[config.mk]
export PLATFORM = sky130hd
export DESIGN_NAME = sbl_div
export DESIGN_NICKNAME = d
export VERILOG_FILES = /design/src/rtl/sbl_pkg.sv /design/src/rtl/sbl_div.sv
export SDC_FILE = /design/constraint.sdc
export NUM_CORES = 1
export LEC_CHECK = 0
export ABC_AREA = 1
export BUFFER_PORTS_ARGS = -buffer_cell sky130_fd_sc_hd__buf_2
export CAP_MARGIN = 20
export CORE_ASPECT_RATIO = 1.5
export CORE_MARGIN = 2
export CORE_UTILIZATION = 68
export CTS_BUF_LIST = sky130_fd_sc_hd__clkbuf_8
export DETAILED_ROUTE_END_ITERATION = 16
export PLACE_DENSITY = 0.89
export SETUP_SLACK_MARGIN = 0.15
export SLEW_MARGIN = 10
export SYNTH_ARGS = -nofsm -noshare
export SYNTH_HDL_FRONTEND = slang
export SYNTH_SLANG_ARGS = --single-unit
[constraint.sdc]
create_clock -name clk -period 11.1 [get_ports clk]
set_input_delay 0.555 -clock clk [delete_from_list [all_inputs] [get_ports clk]]
set_output_delay 0.555 -clock clk [all_outputs]
set_load 0.02 [all_outputs]
[src/rtl/sbl_pkg.sv]
// Shared types, constants and arithmetic helpers for the stereo biquad limiter.
`timescale 1ns / 1ps
`default_nettype none
package sbl_pkg;

  localparam int BASS_SECTIONS = 4;
  localparam int DIV_STEPS = 48;

  localparam logic [1:0] OP_FRAME = 2'd0;
  localparam logic [1:0] OP_COEF  = 2'd1;
  localparam logic [1:0] OP_CLEAR = 2'd2;

  localparam logic [2:0] CFG_STAGE_COUNT  = 3'd0;
  localparam logic [2:0] CFG_GUARD_COUNT  = 3'd1;
  localparam logic [2:0] CFG_PRE_GAIN     = 3'd2;
  localparam logic [2:0] CFG_BASS_GAIN    = 3'd3;
  localparam logic [2:0] CFG_LEFT_GAIN    = 3'd4;
  localparam logic [2:0] CFG_RIGHT_GAIN   = 3'd5;
  localparam logic [2:0] CFG_RELEASE_RATE = 3'd6;

  localparam logic [24:0] LIM_ONE = 25'd16777216;
  localparam logic [23:0] LIM_T   = 24'd16274309;
  localparam logic [47:0] LIM_NUM = {LIM_T, 24'd0};

  localparam logic signed [67:0] S32_MAX = 68'sd2147483647;
  localparam logic signed [67:0] S32_MIN = -68'sd2147483648;
  localparam logic signed [47:0] S16_MAX = 48'sd32767;
  localparam logic signed [47:0] S16_MIN = -48'sd32768;

  typedef struct packed {
    logic [1:0]         opcode;
    logic signed [15:0] left_sample;
    logic signed [15:0] right_sample;
    logic [4:0]         coef_section;
    logic [2:0]         coef_slot;
    logic signed [31:0] coef_value;
  } in_item_t;

  typedef struct packed {
    logic signed [15:0] meter_left;
    logic signed [15:0] meter_right;
    logic signed [15:0] out_left;
    logic signed [15:0] out_right;
    logic               limit_hit;
  } out_item_t;

  function automatic logic signed [67:0] sx32(input logic signed [31:0] v);
    return {{36{v[31]}}, v};
  endfunction

  function automatic logic signed [31:0] sat32(input logic signed [67:0] v);
    if (v > S32_MAX) return S32_MAX[31:0];
    if (v < S32_MIN) return S32_MIN[31:0];
    return v[31:0];
  endfunction

  function automatic logic signed [15:0] sat16(input logic signed [47:0] v);
    if (v > S16_MAX) return S16_MAX[15:0];
    if (v < S16_MIN) return S16_MIN[15:0];
    return v[15:0];
  endfunction

  // Arithmetic shift right with round half up.
  function automatic logic signed [67:0] rnd_shr(input logic signed [67:0] v,
                                                 input int unsigned s);
    logic signed [67:0] half;
    half = 68'sd1 <<< (s - 1);
    return (v + half) >>> s;
  endfunction

  // Level after pre-gain, truncated toward zero to 16 bits.
  function automatic logic signed [15:0] meter_val(input logic signed [31:0] x);
    logic signed [32:0] t;
    t = {x[31], x} + (x[31] ? 33'sd511 : 33'sd0);
    t = t >>> 9;
    return sat16({{15{t[32]}}, t});
  endfunction

  // x * 32767 / 2^24 toward zero, saturated.
  function automatic logic signed [15:0] final_val(input logic signed [31:0] x);
    logic signed [47:0] xe;
    logic signed [47:0] v;
    xe = {{16{x[31]}}, x};
    v = (xe <<< 15) - xe;
    v = v + (v[47] ? 48'sd16777215 : 48'sd0);
    v = v >>> 24;
    return sat16(v);
  endfunction

  function automatic logic signed [31:0] rectify(input logic signed [31:0] y);
    if (y == S32_MIN[31:0]) return S32_MAX[31:0];
    if (y[31]) return -y;
    return y;
  endfunction

endpackage
`default_nettype wire

[src/rtl/sbl_div.sv]
// Restoring divider for the limiter attack gain: threshold over peak.
`timescale 1ns / 1ps
`default_nettype none
module sbl_div import sbl_pkg::*; (
  input  logic        clk,
  input  logic        rst,
  input  logic        start,
  input  logic [31:0] divisor,
  output logic        done,
  output logic [24:0] quotient
);

  logic [47:0] num;
  logic [31:0] rem;
  logic [31:0] dsr;
  logic [5:0]  cnt;
  logic        busy;
  logic [32:0] trial;
  logic        fits;

  assign trial = {rem, num[47]};
  assign fits = trial >= {1'b0, dsr};

  always_ff @(posedge clk) begin
    if (rst) begin
      busy <= 1'b0;
      done <= 1'b0;
      cnt <= '0;
    end else begin
      done <= busy && !start && (cnt == 6'(DIV_STEPS - 1));
      if (start) begin
        busy <= 1'b1;
        cnt <= '0;
        num <= LIM_NUM;
        rem <= '0;
        dsr <= divisor;
        quotient <= '0;
      end else if (busy) begin
        // one quotient bit a cycle; upper bits are known zero and drop out
        rem <= fits ? 32'(trial - {1'b0, dsr}) : trial[31:0];
        quotient <= {quotient[23:0], fits};
        num <= {num[46:0], 1'b0};
        cnt <= cnt + 6'd1;
        if (cnt == 6'(DIV_STEPS - 1)) begin
          busy <= 1'b0;
        end
      end
    end
  end

endmodule
`default_nettype wire

# Word-level counts from Yosys, hierarchy flattened
# Cells that the tools add are included.
[totals]
reg_bits = 121
latchBits = 0
ramBits = 0
mem_bits_ro = 0
input_bits = 35
out_inout_bits = 26
wordCells = 26
mem_count = 0
[classes]
add_sub_neg = 2
mul = 0
div = 0
order_cmp = 1
eq_ne = 1
n_shift = 0
muxes = 7
n_bitwise = 1
n_reduce_logical = 7
[ops]
columns = ["operator", "n"]
rows = [
  ["2-to-1 mux 32 bit", 2],
  ["2-to-1 mux 48 bit", 1],
  ["greater-or-equal comparator 33 x 32 -> 1 bit", 1],
  ["subtractor 32 bit", 1],
  ["2-to-1 mux 25 bit", 1],
  ["adder 6 x 1 -> 6 bit, second input constant", 1],
  ["== test 6 bit, second input constant", 1],
  ["AND reduction 2 bit", 2],
  ["2-to-1 mux 1 bit", 3],
  ["logical AND 1 bit", 2],
  ["nonzero test 2 bit", 1],
  ["OR reduction 2 bit", 1],
  ["zero test 1 bit", 1],
  ["NOT 1 bit", 1],
]

# Depth between registers and ports, before layout
[depth]
depth_word = 4
depth_mapped = 17
ltp_nobuf = 15

# Worst setup path after synthesis
# OpenSTA, ideal clock, no wires.
[synth_path]
kind = "input port to flip-flop"
startpoint = "input start"
endpoint = "register num[24] (enable)"
setup_ns = 0.550
t_arrival_ns = 4.905
required_ns = 10.550
slack_ns = 5.646
stages = 3
path_buffers = 1
path_cell_list = "clkbuf_1 > clkinv_1 > a21oi_1"
[synth_via]
elab_chain_len = 2
[synth_lines]
columns = ["item", "line_no", "source"]
rows = [
  ["start, declared", "sbl_div.sv:7", "input logic start,"],
  ["nonzero test 2 bit (no line)", "--", ""],
  ["AND reduction 2 bit (no line)", "--", ""],
  ["end signal, assigned", "sbl_div.sv:42", "num <= {num[46:0], 1'b0};"],
  ["end, declared", "sbl_div.sv:13", "logic [47:0] num;"],
]
# Every way passes these cells.
# A chain may end at the register's enable or synchronous reset.

# Worst setup path after layout
[layout_path]
startpoint = "register rem[22]"
endpoint = "register rem[30] (data pin)"
[layout_via]
elab_chain_len = 3
word_cells_on_any_way = 4
cone_classes = "add/sub (1); order compare (1); mux (2)"
[layout_lines]
columns = ["item", "line_no", "source"]
rows = [
  ["start, declared", "sbl_div.sv:14", "logic [31:0] rem;"],
  ["start signal, assigned", "sbl_div.sv:40", "rem <= fits ? 32'(trial - {1'b0, dsr}) : trial[31:0];"],
  ["subtractor 32 bit / greater-or-equal comparator 33 x 32 -> 1 bit (equally long branches)", "sbl_div.sv:40, sbl_div.sv:22", ""],
  ["2-to-1 mux 32 bit (*)", "sbl_div.sv:40", ""],
  ["2-to-1 mux 32 bit (*)", "sbl_div.sv:38", "end else if (busy) begin"],
]
# Mark *: on every way between the ends. The rest lies on a longest branch, timed or not. The select of a mux whose other input is x is not followed.

==> results_dict.tcl <==
set metrics [dict create \
    worst_hold_path_startpoint "divisor[12]" \
    reg2reg_slack_ns 8.39 \
    design.portCount 61 \
    drt_iter0_drc 387 \
    grt_start_max_net_pins 53 \
    finalHoldViolCount 0 \
    clock-skew-final_ns 0.0123 \
    cpPeakStageDelay_ns 0.44 \
    global_route.usage.total_pct 30.3 \
    rsz_0062_raised_after_global_routing "no" \
    clock_latency_ns 0.45 \
    drtPass1Iterations 9 \
    gp_congestion 0.969 \
    drc_errors 0 \
    die-height_um 133 \
    synth.top_cell.area_share_pct 44.8 \
    synth_area_leaders "sky130_fd_sc_hd__edfxtp_1, sky130_fd_sc_hd__nand2_1, sky130_fd_sc_hd__inv_1, sky130_fd_sc_hd__nor2_1, sky130_fd_sc_hd__ha_1" \
    worst-endpoint-required_ns 11.39 \
    nets 1117 \
    die_area_um2 12000 \
    grt_pass1_vias 6292 \
    synthTopCellsByCount "sky130_fd_sc_hd__nand2_1, sky130_fd_sc_hd__inv_1, sky130_fd_sc_hd__nor2_1" \
    finalCritPeriodShare_pct 24.4 \
    critical_path.startpoint_type "flop" \
    synth_async_sr_flop_share_pct 0 \
    synthesized_net_count 1053 \
    power.clock.fraction_pct 33.7 \
    cp_slowest_cell "sky130_fd_sc_hd__inv_2" \
    antenna_violating_nets_post_route 0 \
    timing.final.setup_violations 0 \
    critical_path_sink_type "flop" \
    detail_route.wl_per_cell_um 14.4 \
    final_worst_hold_slack_ns 0.270 \
    hold-path-cell-count 1 \
    post_cts_hold_buffer_count 0 \
    cellInternalPower_mw 0.879 \
    r2r_start "rem[22]$_SDFFCE_PP0P_" \
    setup_slack_ns 8.39 \
    cts_tree "yes" \
    max_freq_mhz 369 \
    cp_max_fo 25 \
    timing.critical_path.cells "ha_1 -> nand2_1 -> inv_1 -> nand2_1 -> nand2_1 -> inv_1 -> nand2_1 -> nand2_1 -> nand3_2 -> inv_2 -> nand2_8 -> inv_6 -> nor2_2 -> nor2_1" \
    die_x_um 90.2 \
    floorplan.rows 47 \
    reg2reg_depth 14 \
    minimum_clock_period_after_layout_ns 2.71 \
    max_slew.worst_pin.slew_ns 0.992 \
    pwr-share-comb_pct 24.6 \
    place.port_buffers 60 \
    area_growth_pct 11.4 \
    cts_setup_buffers 0 \
    via_per_inst 5.20 \
    p_sw_share_pct 33.8 \
    leakage_nw 4.33 \
    max-vdd-ir-drop_mv 0.150 \
    postSynthCellCount 984 \
    timing.hold.worst_endpoint "dsr[12]$_DFFE_PP_" \
    total_switching_power_mw 0.448 \
    setup_tns_ns 0 \
    detailed_place.area_um2 8010 \
    hpwlAfterDp_um 12200 \
    max-slew-margin-rel_pct 33.7 \
    grt_remaining_overflow 0 \
    synth.most_common_cell "sky130_fd_sc_hd__nand2_1" \
    grt_first_pass_wirelength_um 28500 \
    cts-buffers-inserted 17 \
    preCtsSetupSlack_ns 8.14 \
    synth_seq_cells 121 \
    dominant_delay_contributor_by_cell_family_on_the_critical_path "simple AND/OR/NAND/NOR gates" \
    final_area_um2 8440 \
    yosysSeqAreaShare_pct 46.9 \
    netlist_area_um2 7580 \
    final.fill_count 801 \
    path_buf_inv 4 \
    synth_edf_count 113 \
    routed_wirelength_um 17400 \
    core_region_area_um2 10900 \
    initial_core_util_pct 69.3 \
    timing.critical_path.mode_cell "sky130_fd_sc_hd__nand2_1" \
    timing.rr.end "rem[30]$_SDFFCE_PP0P_" \
    cts_buffer_depth 2 \
    worst-endpoint-arrival_ns 3.01 \
    primary_flip_flop_cell_chosen_by_synthesis_mapping "sky130_fd_sc_hd__edfxtp_1" \
    cts_sinks 121 \
    distinct_cell_type_count_of_the_synthesized_netlist 34 \
    timing.final.max_slew_violations 0 \
    dp.cells 1176 \
    dr_total_vias 6284 \
    status "complete, no violations" \
    maxCapViolCount 0 \
    h-tree-depth 4 \
    cts.root.buffer_cell "sky130_fd_sc_hd__clkbuf_8" \
    drive_above_1_share_pct 13.5 \
    grt_antenna_before_repair 0 \
    pwr-share-seq_pct 41.7 \
    synthesis.area_per_instance_um2 7.71 \
    worstHoldPathType "input pin to flop" \
    stdcell_count 1208 \
    n_antenna_cell 0 \
    synth_top_area_cell "sky130_fd_sc_hd__edfxtp_1" \
    cts_resized 0 \
    yosys_warnings 0 \
    worst-setup-path-type "flop to flop" \
    clk_transition_reported_paths_ns 0.09 \
    power-per-cell-area_nw_per_um2 157 \
]
==> power by group through the flow <==
stage	Clock [mW]	Sequential, mW	Combinational, mW
after floorplan	0	0.568	0.239
after global placement	0	0.561	0.310
after detailed placement	0	0.562	0.320
after CTS	0.452	0.553	0.324
after global routing	0.468	0.556	0.367
final	0.448	0.553	0.326
==> cell type report <==
class	count	area, µm²	area share (%)
Inverter	215	812	9.62
Multi-Input combinational cell	630	3130	37.1
Clock inverter	15	203	2.40
Timing Repair Buffer	63	323	3.82
Tap cell	147	184	2.18
Sequential cell	121	3550	42.1
Clock buffer	17	234	2.77
==> worst max path at each step <==
| stage | startpoint | slack, ns | endpoint | depth (start not counted) |
|---|---|---|---|---|
| 2_1_floorplan | start | 5.65 | num[24]$_SDFFCE_PP1P_ | 3 |
| 3_5_place_dp | start | 8.14 | dsr[10]$_DFFE_PP_ | 4 |
| 6_report | rem[22]$_SDFFCE_PP0P_ | 8.39 | rem[30]$_SDFFCE_PP0P_ | 14 |
| 4_1_cts | rem[18]$_SDFFCE_PP0P_ | 8.37 | rem[30]$_SDFFCE_PP0P_ | 12 |
| 3_3_place_gp | start | 8.26 | dsr[12]$_DFFE_PP_ | 4 |
| 5_1_grt | rem[1]$_SDFFCE_PP0P_ | 8.17 | rem[30]$_SDFFCE_PP0P_ | 12 |
==> metal layers <==
layer | share of wire (%) | vias to the layer above | wire length, µm | track usage, %
li1 | - | 3136 | - | -
met2 | 52 | 236 | 9040 | 55.1
met5 | 0 | - | 0 | 0
met3 | 5.6 | 58 | 965 | 6.73
met1 | 38 | 2854 | 6640 | 32.3
met4 | 4.1 | 0 | 712 | 16.6
==> state kept, by name (all words and copies together) (netlist names) <==
register  flops
quotient     25
cnt           6
num          24
done          1
busy          1
rem          32
dsr          32
==> stage by stage <==
step                utilization (%)  power [mW]
global placement               73.2       0.871
detailed placement             73.2       0.883
finish                         77.2        1.33
global route                   77.2        1.39
floorplan                         -       0.807
CTS                            77.2        1.33
==> worst reg2reg max path: cells and delay by family (launching register included) <==
family	cells	cell delay, ns
adders and majority gates	1	0.40
buffers and inverters	4	0.81
DFF	1	0.43
and+or+nand+nor	9	0.91
==> cell families after synthesis <==
family                     after synthesis  synth area share (%)
buffers and inverters                  233                  12.0
xor gates and xnor gates                15                  1.73
AOI/OAI and AO/OA                       26                  1.80
adders and majority gates               34                  5.71
DFF                                    121                  46.9
and+or+nand+nor                        555                  31.8
==> placed cells by master, fill, tap and decap left out, types with 2 or more instances in the layout <==
| cell type | count |
|---|---|
| sky130_fd_sc_hd__nand3b_1 | 23 |
| sky130_fd_sc_hd__ha_1 | 33 |
| sky130_fd_sc_hd__clkinv_4 | 2 |
| sky130_fd_sc_hd__nand2_2 | 3 |
| sky130_fd_sc_hd__and2_1 | 9 |
| sky130_fd_sc_hd__inv_1 | 208 |
| sky130_fd_sc_hd__xor2_1 | 14 |
| sky130_fd_sc_hd__buf_4 | 3 |
| sky130_fd_sc_hd__or2_2 | 12 |
| sky130_fd_sc_hd__nor2_2 | 19 |
| sky130_fd_sc_hd__nand4_1 | 6 |
| sky130_fd_sc_hd__clkbuf_8 | 17 |
| sky130_fd_sc_hd__inv_6 | 8 |
| sky130_fd_sc_hd__inv_8 | 3 |
| sky130_fd_sc_hd__nor3b_1 | 3 |
| sky130_fd_sc_hd__dfxtp_1 | 8 |
| sky130_fd_sc_hd__a21oi_1 | 21 |
| sky130_fd_sc_hd__nor3_1 | 7 |
| sky130_fd_sc_hd__inv_2 | 5 |
| sky130_fd_sc_hd__nor2_1 | 132 |
| sky130_fd_sc_hd__nand2_8 | 2 |
| sky130_fd_sc_hd__buf_2 | 60 |
| sky130_fd_sc_hd__nand2_1 | 304 |
| sky130_fd_sc_hd__nand3_2 | 2 |
| sky130_fd_sc_hd__bufinv_16 | 3 |
| sky130_fd_sc_hd__edfxtp_1 | 113 |
| sky130_fd_sc_hd__nand3_1 | 30 |
Power figures use the tool's default switching activity.
